--- config.mk ---
export PLATFORM = sky130hd
export DESIGN_NAME = checksummed_frame_receiver_top_flat
export DESIGN_NICKNAME = d
export VERILOG_FILES = /design/src/cfr_pkg.sv /design/src/cfr_ifs.sv /design/src/cfr_parser.sv /design/src/checksummed_frame_receiver_top.sv /design/src/flat_wrapper.sv
export VERILOG_INCLUDE_DIRS = /design/src /design/src/src
export SDC_FILE = /design/constraint.sdc
export NUM_CORES = 1
export LEC_CHECK = 0
export ABC_AREA = 0
export BUFFER_PORTS_ARGS = -buffer_cell sky130_fd_sc_hd__buf_2
export CORE_UTILIZATION = 40
export CTS_BUF_LIST = sky130_fd_sc_hd__clkbuf_4
export DETAILED_ROUTE_END_ITERATION = 6
export PLACE_DENSITY = 0.56
export SYNTH_ARGS = -nofsm -noshare
export SYNTH_HDL_FRONTEND = slang
export SYNTH_SLANG_ARGS = --single-unit
--- constraint.sdc ---
create_clock -name i_clk -period 3.2 [get_ports i_clk]
set_input_delay 0.32 -clock i_clk [delete_from_list [all_inputs] [get_ports i_clk]]
set_output_delay 0.32 -clock i_clk [all_outputs]
set_load 0.05 [all_outputs]
--- src/assert_macros.svh ---
// Assertion macros shared by the frame receiver RTL.
// Include with the bare file name; no other dependencies.
`ifndef ASSERT_MACROS_SVH
`define ASSERT_MACROS_SVH

// Property must hold on every clock edge outside reset.
`define CFR_ASSERT(label, clk, rst_n, prop, msg) \
    label: assert property (@(posedge clk) disable iff (!rst_n) (prop)) else $error(msg);

// Condition must never be seen on a clock edge outside reset.
`define CFR_ASSERT_NEVER(label, clk, rst_n, cond, msg) \
    label: assert property (@(posedge clk) disable iff (!rst_n) !(cond)) else $error(msg);

`endif

--- src/cfr_pkg.sv ---
// Types, constants and a helper function for the checksummed frame receiver.
// No dependencies; used by the interfaces, the parser and the top level.
package cfr_pkg;

    localparam int ByteW = 8;
    localparam int CfgIdxW = 1;

    localparam logic [ByteW-1:0] StartMarkerRst = 8'hB0;
    localparam logic [ByteW-1:0] EndMarkerRst = 8'hB1;

    // Configuration register indexes
    localparam logic [CfgIdxW-1:0] RegStartMarker = 1'b0;
    localparam logic [CfgIdxW-1:0] RegEndMarker = 1'b1;

    // ASCII ranges of lower-case hex digits
    localparam logic [ByteW-1:0] ChZero = 8'h30;
    localparam logic [ByteW-1:0] ChNine = 8'h39;
    localparam logic [ByteW-1:0] ChLowA = 8'h61;
    localparam logic [ByteW-1:0] ChLowF = 8'h66;

    typedef enum logic [2:0] {
        PH_HUNT    = 3'b001,
        PH_DIGITS  = 3'b010,
        PH_PAYLOAD = 3'b100
    } t_phase;

    typedef struct packed {
        logic       ok;
        logic [3:0] val;
    } t_hex;

    // Result of parsing one word, handed from the parser to the top level
    typedef struct packed {
        logic             has_res;
        logic [ByteW-1:0] payload_byte;
        logic             frame_end;
        logic             checksum_ok;
    } t_parse_res;

    // Decode a lower-case hex digit
    function automatic t_hex hex_decode(input logic [ByteW-1:0] c);
        t_hex r;
        logic [ByteW-1:0] d;
        r = '0;
        d = '0;
        if (c >= ChZero && c <= ChNine) begin
            d = c - ChZero;
            r.ok = 1'b1;
            r.val = d[3:0];
        end else if (c >= ChLowA && c <= ChLowF) begin
            d = c - ChLowA + 8'd10;
            r.ok = 1'b1;
            r.val = d[3:0];
        end
        return r;
    endfunction

endpackage

--- src/cfr_ifs.sv ---
// Valid/ready channel interfaces for received words and frame results.
// Depends on cfr_pkg for the byte width.
interface cfr_rx_if;
    logic                      valid;
    logic                      ready;
    logic [cfr_pkg::ByteW-1:0] rx_byte;

    modport source (output valid, output rx_byte, input ready);
    modport sink (input valid, input rx_byte, output ready);
endinterface

interface cfr_res_if;
    logic                      valid;
    logic                      ready;
    logic [cfr_pkg::ByteW-1:0] payload_byte;
    logic                      frame_end;
    logic                      checksum_ok;

    modport source (output valid, output payload_byte, output frame_end,
                    output checksum_ok, input ready);
    modport sink (input valid, input payload_byte, input frame_end,
                  input checksum_ok, output ready);
endinterface

--- src/cfr_parser.sv ---
// Frame parser: phase machine, checksum digit capture and running payload sum.
// Depends on cfr_pkg for the phase type, hex decode and the result struct.
module cfr_parser (
    input  logic                      i_clk,
    input  logic                      i_rst_n,
    input  logic [cfr_pkg::ByteW-1:0] i_byte,
    input  logic                      i_fire,
    input  logic [cfr_pkg::ByteW-1:0] i_start_marker,
    input  logic [cfr_pkg::ByteW-1:0] i_end_marker,
    output cfr_pkg::t_parse_res       o_res
);
    import cfr_pkg::*;

    t_phase           r_phase, n_phase;
    logic             r_digit, n_digit;
    logic [ByteW-1:0] r_expected, n_expected;
    logic [ByteW-1:0] r_running, n_running;
    t_hex             hex;

    assign hex = hex_decode(i_byte);

    // Work out the result and the next state for the word in the input register
    always_comb begin
        n_phase = r_phase;
        n_digit = r_digit;
        n_expected = r_expected;
        n_running = r_running;
        o_res = '0;
        case (r_phase)
            PH_DIGITS: begin
                if (hex.ok) begin
                    n_expected = {r_expected[3:0], hex.val};
                    if (r_digit) begin
                        n_digit = 1'b0;
                        n_running = '0;
                        n_phase = PH_PAYLOAD;
                    end else begin
                        n_digit = 1'b1;
                    end
                end else begin
                    // drop the frame, keep the partial checksum
                    n_digit = 1'b0;
                    n_phase = PH_HUNT;
                end
            end
            PH_PAYLOAD: begin
                o_res.has_res = 1'b1;
                if (i_byte == i_end_marker) begin
                    o_res.frame_end = 1'b1;
                    o_res.checksum_ok = (r_running == r_expected);
                    n_running = '0;
                    n_digit = 1'b0;
                    n_phase = PH_HUNT;
                end else begin
                    o_res.payload_byte = i_byte;
                    n_running = r_running + i_byte;
                end
            end
            default: begin
                if (i_byte == i_start_marker) begin
                    n_phase = PH_DIGITS;
                    n_digit = 1'b0;
                end else begin
                    n_phase = PH_HUNT;
                end
            end
        endcase
    end

    // Advance the state only when the word is consumed
    always_ff @(posedge i_clk) begin
        if (!i_rst_n) begin
            r_phase <= PH_HUNT;
            r_digit <= 1'b0;
            r_expected <= '0;
            r_running <= '0;
        end else if (i_fire) begin
            r_phase <= n_phase;
            r_digit <= n_digit;
            r_expected <= n_expected;
            r_running <= n_running;
        end
    end

endmodule

--- src/checksummed_frame_receiver_top.sv ---
// Checksummed frame receiver: input register, parser and result register.
// Depends on cfr_pkg, cfr_ifs (channels), cfr_parser and assert_macros.svh.
//
// Usage:
//   i_rx carries received words, one byte each. A frame is the start marker,
//   two lower-case hex digits (high first) giving the expected 8-bit sum,
//   payload bytes, then the end marker. Each payload byte appears on o_res
//   with frame_end low; the end marker gives one word with frame_end high,
//   payload_byte zero and checksum_ok set if the byte sum modulo 256 matched.
//   Bytes outside frames and the header bytes give no output word.
//   Throughput is one word per cycle while the sink keeps ready high. A
//   taken word is parsed from the input register, and its result passes
//   through the result register to o_res.
//   When the sink holds ready low, the result register holds its word, the
//   input register still takes one more word, and i_rx.ready then falls
//   only if that word would also produce a result.
//   Markers are written on i_cfg_* (index 0 start, 1 end) while idle.
//   Reset (synchronous, active low) empties both registers, restores the
//   markers to B0/B1 hex and puts the parser back to hunting.
`include "assert_macros.svh"

module checksummed_frame_receiver_top (
    input  logic                        i_clk,
    input  logic                        i_rst_n,
    cfr_rx_if.sink                      i_rx,
    cfr_res_if.source                   o_res,
    input  logic                        i_cfg_we,
    input  logic [cfr_pkg::CfgIdxW-1:0] i_cfg_idx,
    input  logic [cfr_pkg::ByteW-1:0]   i_cfg_data
);
    import cfr_pkg::*;

    logic [ByteW-1:0] r_start_marker;
    logic [ByteW-1:0] r_end_marker;
    logic             r_in_valid;
    logic [ByteW-1:0] r_in_byte;
    logic             r_out_valid;
    t_parse_res       r_out;
    t_parse_res       parse_res;
    logic             out_free;
    logic             fire;

    // Marker registers
    always_ff @(posedge i_clk) begin
        if (!i_rst_n) begin
            r_start_marker <= StartMarkerRst;
            r_end_marker <= EndMarkerRst;
        end else if (i_cfg_we) begin
            case (i_cfg_idx)
                RegStartMarker: r_start_marker <= i_cfg_data;
                RegEndMarker:   r_end_marker <= i_cfg_data;
                default: ;
            endcase
        end
    end

    // Consume the held word once its result, if any, has somewhere to go
    assign out_free = !r_out_valid || o_res.ready;
    assign fire = r_in_valid && (!parse_res.has_res || out_free);
    assign i_rx.ready = !r_in_valid || fire;

    // Input register
    always_ff @(posedge i_clk) begin
        if (!i_rst_n) begin
            r_in_valid <= 1'b0;
        end else if (i_rx.ready) begin
            r_in_valid <= i_rx.valid;
        end
    end

    always_ff @(posedge i_clk) begin
        if (i_rx.valid && i_rx.ready) begin
            r_in_byte <= i_rx.rx_byte;
        end
    end

    cfr_parser u_parser (
        .i_clk          (i_clk),
        .i_rst_n        (i_rst_n),
        .i_byte         (r_in_byte),
        .i_fire         (fire),
        .i_start_marker (r_start_marker),
        .i_end_marker   (r_end_marker),
        .o_res          (parse_res)
    );

    // Result register
    always_ff @(posedge i_clk) begin
        if (!i_rst_n) begin
            r_out_valid <= 1'b0;
        end else if (out_free) begin
            r_out_valid <= fire && parse_res.has_res;
        end
    end

    always_ff @(posedge i_clk) begin
        if (out_free && fire && parse_res.has_res) begin
            r_out <= parse_res;
        end
    end

    assign o_res.valid = r_out_valid;
    assign o_res.payload_byte = r_out.payload_byte;
    assign o_res.frame_end = r_out.frame_end;
    assign o_res.checksum_ok = r_out.checksum_ok;

    // Checks on the internal pipeline
    `CFR_ASSERT(a_hold_input, i_clk, i_rst_n, r_in_valid && !fire |=> r_in_valid && $stable(r_in_byte), "held input word lost or changed")
    `CFR_ASSERT(a_hold_output, i_clk, i_rst_n, r_out_valid && !o_res.ready |=> r_out_valid && $stable(r_out), "stalled result changed")
    `CFR_ASSERT_NEVER(a_end_payload, i_clk, i_rst_n, r_out_valid && r_out.frame_end && r_out.payload_byte != '0, "end word carries a payload byte")
    `CFR_ASSERT_NEVER(a_ok_without_end, i_clk, i_rst_n, r_out_valid && r_out.checksum_ok && !r_out.frame_end, "checksum flag on a payload word")

endmodule

--- src/flat_wrapper.sv ---
// flat-port wrapper written by rule: the top's interface ports become plain ports
module checksummed_frame_receiver_top_flat import cfr_pkg::*;
  (i_clk, i_rst_n, i_cfg_we, i_cfg_idx, i_cfg_data, i_rx_valid, i_rx_rx_byte, i_rx_ready, o_res_valid, o_res_payload_byte, o_res_frame_end, o_res_checksum_ok, o_res_ready);
  cfr_rx_if i_rx_i ();
  cfr_res_if o_res_i ();
  input  logic i_clk;
  input  logic i_rst_n;
  input  logic i_cfg_we;
  input  logic [cfr_pkg::CfgIdxW-1:0] i_cfg_idx;
  input  logic [cfr_pkg::ByteW-1:0] i_cfg_data;
  input wire logic [$bits(i_rx_i.valid)-1:0] i_rx_valid;
  input wire logic [$bits(i_rx_i.rx_byte)-1:0] i_rx_rx_byte;
  output wire logic [$bits(i_rx_i.ready)-1:0] i_rx_ready;
  output wire logic [$bits(o_res_i.valid)-1:0] o_res_valid;
  output wire logic [$bits(o_res_i.payload_byte)-1:0] o_res_payload_byte;
  output wire logic [$bits(o_res_i.frame_end)-1:0] o_res_frame_end;
  output wire logic [$bits(o_res_i.checksum_ok)-1:0] o_res_checksum_ok;
  input wire logic [$bits(o_res_i.ready)-1:0] o_res_ready;
  assign i_rx_i.valid = i_rx_valid;
  assign i_rx_i.rx_byte = i_rx_rx_byte;
  assign i_rx_ready = i_rx_i.ready;
  assign o_res_valid = o_res_i.valid;
  assign o_res_payload_byte = o_res_i.payload_byte;
  assign o_res_frame_end = o_res_i.frame_end;
  assign o_res_checksum_ok = o_res_i.checksum_ok;
  assign o_res_i.ready = o_res_ready;
  checksummed_frame_receiver_top u_core (.i_clk(i_clk), .i_rst_n(i_rst_n), .i_rx(i_rx_i), .o_res(o_res_i), .i_cfg_we(i_cfg_we), .i_cfg_idx(i_cfg_idx), .i_cfg_data(i_cfg_data));
endmodule
==> out/summary.log <==
INFO  power_and_ir_drop vdd.ir_drop.worst=0.278mV
INFO  die            ioPinCount=34
INFO  sta            finalWorstSetupSlack=0.718ns
INFO  power_and_ir_drop power.static_leakage=1.18nW
INFO  placement      port_buffers=33
INFO  finish         final_cell_mix=42 x sky130_fd_sc_hd__nand2_1, 38 x sky130_fd_sc_hd__dfxtp_1, 33 x sky130_fd_sc_hd__buf_2
INFO  yosys          synthesis.instances=297
INFO  clock_network  clock_path_buffers=2
INFO  sta            worst_pin_slew=1.09ns
INFO  placement      place.detailed.hpwl=4.48mm
INFO  die            start_util=0.420
INFO  run_status     run_status=finished clean
INFO  setup_path     path_max_fanout=13
INFO  setup_path     required=3.46ns
INFO  finish         final_core_util=0.464
INFO  placement      gp_routability_congestion=0.762
INFO  finish         drive_gt1_frac=0.184
INFO  sta            fin_crit_sh=0.776
INFO  power_and_ir_drop cellPowerDensity=406nW/um2
INFO  detailed_routing detailroute.via_count=2108
INFO  power_and_ir_drop clock_power_share=0.299
INFO  sta            slew_headroom=0.273
INFO  placement      dp_slack=0.713ns
INFO  clock_network  insertion_delay=0.37ns
INFO  detailed_routing drt.antenna.violating_nets=0
INFO  sta            report.final.slew_viol_count=0
INFO  die            core_area=6870um2
INFO  sta            setup-violations-final=0
INFO  clock_network  clock-root-buffer=sky130_fd_sc_hd__clkbuf_4
INFO  yosys          mappedNetlistArea=2890um2
INFO  setup_path     worst_r2r_path_depth=8
INFO  clock_network  post_cts_resized=0
INFO  global_routing grt_start_max_net_pins=18
INFO  setup_path     timing_worst_setup_path_type=flip-flop to flip-flop
INFO  detailed_routing wire_per_inst=14.4um
INFO  setup_path     cp_data_arrival_time=2.75ns
INFO  detailed_routing drt_wl_total=6.10mm
INFO  sta            period_minus_slack=2.48ns
INFO  placement      numPlacedInstances=414
INFO  die            fp.dieH=87.0um
INFO  clock_network  clk_pin_slew_worst_paths=0.16ns
INFO  sta            finalSetupTns=0ns
INFO  clock_network  cts_tree=done
INFO  sta            maximum_clock_skew_at_final_layout=0.0150ns
INFO  yosys          post_synthesis_async_set_or_reset_flop_share=0
INFO  finish         num_antenna_cells=0
INFO  yosys          synth.net_count=331
INFO  global_routing globalRouteTotalUtil=0.178
INFO  power_and_ir_drop pwr-share-seq=0.610
INFO  finish         stdcell_count=422
INFO  yosys          ys_ff_latch=56
INFO  power_and_ir_drop netSwitchingFraction=0.243
INFO  detailed_routing drc=0
INFO  detailed_routing detail_route.iter0.violations=71
INFO  finish         nets=359
INFO  clock_network  cts.sinks=56
INFO  finish         areaGrowthSynthToFinish=10.4%
INFO  clock_network  cts_setup_buffers=0
INFO  die            die_width=87.0um
INFO  global_routing grt_pass1_vias=2013
INFO  run            maxcap_viol_count=0
INFO  die            die_area=7560um2
INFO  worst_hold_path whs_path_depth=1
INFO  global_routing grt_antenna_before_repair=0
INFO  yosys          synth_ff_type=sky130_fd_sc_hd__dfxtp_1
INFO  setup_path     crit_path_end_kind=flip-flop
INFO  finish         final_cell_area=3190um2
INFO  yosys          postSynthAreaPerCell=9.72um2
INFO  sta            grt_setup_unrepaired=no
INFO  die            std_cell_rows=30
INFO  worst_hold_path hold_path.class=input pin to flip-flop
INFO  power_and_ir_drop comb_power_frac=0.091
INFO  global_routing wire_length_of_the_first_global_routing_pass=10.1mm
INFO  clock_network  post_cts_hold_buffer_count=0
INFO  clock_network  cts_buffers=5
INFO  yosys          yosys.cell_types.count=45
INFO  yosys          synth_warnings=0
INFO  yosys          synth_edf_count=18
INFO  power_and_ir_drop power.switching=314uW
INFO  setup_path     critical_path.startpoint_type=flip-flop
INFO  sta            timing.final.hold_violations=0
INFO  placement      place_area=3110um2
INFO  sta            max_freq=403MHz
INFO  yosys          synth_sequential_area_ratio=0.451
INFO  power_and_ir_drop power_report.internal_total=980uW
INFO  clock_network  htree_num_levels=2
INFO  global_routing grt-ovfl-total=0
INFO  detailed_routing dr.pass1.iters=4
INFO  finish         layout.cells.most_common=sky130_fd_sc_hd__nand2_1
INFO  detailed_routing via_per_inst=5.00
## per-layer routing
metal	wire length (um)	GRT usage	vias to the layer above
li1	-	-	1082
met1	3080	0.245	988
met2	2780	0.286	34
met3	199	0.0351	4
met4	35	0.0455	0
met5	0	0	-
## layout make-up
cell class	count	area, um2
fill	692	3680
multi-input combinational	220	1480
sequential	56	1300
timing repair buffer	36	188
tap	96	120
clock buffer	6	45.0
clock inverter	2	35.0
inverter	6	22.5
## synthesized netlist by cell type (2+ instances only)
master | n | share of area
sky130_fd_sc_hd__nand4bb_1 | 2 | 0.0078
sky130_fd_sc_hd__a41o_1 | 2 | 0.0069
sky130_fd_sc_hd__and2_1 | 11 | 0.024
sky130_fd_sc_hd__nand2b_1 | 4 | 0.0087
sky130_fd_sc_hd__and2_2 | 2 | 0.0052
sky130_fd_sc_hd__nor2b_1 | 4 | 0.0087
sky130_fd_sc_hd__xor2_1 | 10 | 0.030
sky130_fd_sc_hd__mux2i_1 | 8 | 0.028
sky130_fd_sc_hd__nor3_1 | 3 | 0.0052
sky130_fd_sc_hd__clkbuf_1 | 8 | 0.010
sky130_fd_sc_hd__dfxtp_1 | 38 | 0.26
sky130_fd_sc_hd__edfxtp_1 | 18 | 0.19
sky130_fd_sc_hd__o21bai_1 | 3 | 0.0078
sky130_fd_sc_hd__inv_1 | 6 | 0.0078
sky130_fd_sc_hd__buf_4 | 2 | 0.0052
sky130_fd_sc_hd__buf_6 | 3 | 0.012
sky130_fd_sc_hd__nand3_1 | 14 | 0.024
sky130_fd_sc_hd__a31oi_1 | 3 | 0.0065
sky130_fd_sc_hd__a21oi_1 | 20 | 0.035
sky130_fd_sc_hd__nand4_1 | 6 | 0.013
sky130_fd_sc_hd__nor2_1 | 23 | 0.030
sky130_fd_sc_hd__a211oi_2 | 5 | 0.022
sky130_fd_sc_hd__ha_1 | 11 | 0.048
sky130_fd_sc_hd__a21oi_2 | 3 | 0.0091
sky130_fd_sc_hd__nand2_1 | 42 | 0.055
sky130_fd_sc_hd__xnor2_1 | 22 | 0.067
sky130_fd_sc_hd__nor3b_2 | 2 | 0.0087
sky130_fd_sc_hd__o211ai_1 | 2 | 0.0052
sky130_fd_sc_hd__nor4_1 | 3 | 0.0065
sky130_fd_sc_hd__buf_2 | 2 | 0.0035
## state kept, by name (all words and copies together), names as in the netlist, 3 cells and up
signal,cells
u_core.r_end_marker,8
u_core.o_res.payload_byte,8
u_core.u_parser.r_running,8
u_core.r_start_marker,8
u_core.r_in_byte,8
u_core.u_parser.r_expected,8
u_core.u_parser.r_phase,3
## path summary, 6_finish.rpt
check                                 startpoint                                         end  slack (ns)
max                u_core.r_in_byte[1]$_DFFE_PP_  u_core.u_parser.r_expected[6]$_SDFFE_PN0P_        0.72
min                              i_rx_rx_byte[4]               u_core.r_in_byte[4]$_DFFE_PP_        0.11
max reg2reg        u_core.r_in_byte[1]$_DFFE_PP_  u_core.u_parser.r_expected[6]$_SDFFE_PN0P_        0.72
min reg2reg  u_core.r_end_marker[1]$_SDFFE_PN0P_         u_core.r_end_marker[1]$_SDFFE_PN0P_        0.48
## critical path: stages (launching register included)
cell and delay, ns:
sky130_fd_sc_hd__edfxtp_1 0.63, sky130_fd_sc_hd__inv_1 0.16, sky130_fd_sc_hd__ha_1 0.18, sky130_fd_sc_hd__o21bai_1 0.09, sky130_fd_sc_hd__a21oi_2 0.32, sky130_fd_sc_hd__a21oi_2 0.10, sky130_fd_sc_hd__nor3b_4 0.58, sky130_fd_sc_hd__mux2i_1 0.26
sky130_fd_sc_hd__nor2_1 0.05
## stage by stage
step	total power [mW]	hold WS, ns
floorplan	0.884	0.419
global placement	0.922	0.457
detailed placement	0.923	0.460
CTS	1.31	0.0845
global route	1.36	0.0636
finish	1.29	0.115
## power groups by stage
| stage | combinational, mW | sequential, mW | clock [mW] |
|---|---|---|---|
| after floorplan | 0.101 | 0.783 | 0 |
| after global placement | 0.118 | 0.804 | 0 |
| after detailed placement | 0.119 | 0.804 | 0 |
| after CTS | 0.119 | 0.789 | 0.404 |
| after global routing | 0.135 | 0.792 | 0.428 |
| final | 0.118 | 0.789 | 0.387 |
## kinds of logic (layout without fill, tap and decap cells)
| group | Yosys count | count (layout) | synth area share |
|---|---|---|---|
| adder cells (fa/ha/maj) | 12 | 12 | 0.0546 |
| XOR/XNOR | 32 | 32 | 0.0971 |
| AND/OR/NAND/NOR | 122 | 122 | 0.217 |
| multiplexers | 8 | 8 | 0.0277 |
| buffers and inverters | 21 | 50 | 0.0386 |
| AO/OA/AOI/OAI | 46 | 46 | 0.114 |
| flip-flops | 56 | 56 | 0.451 |
No activity file was read; power rests on OpenSTA's default activity.
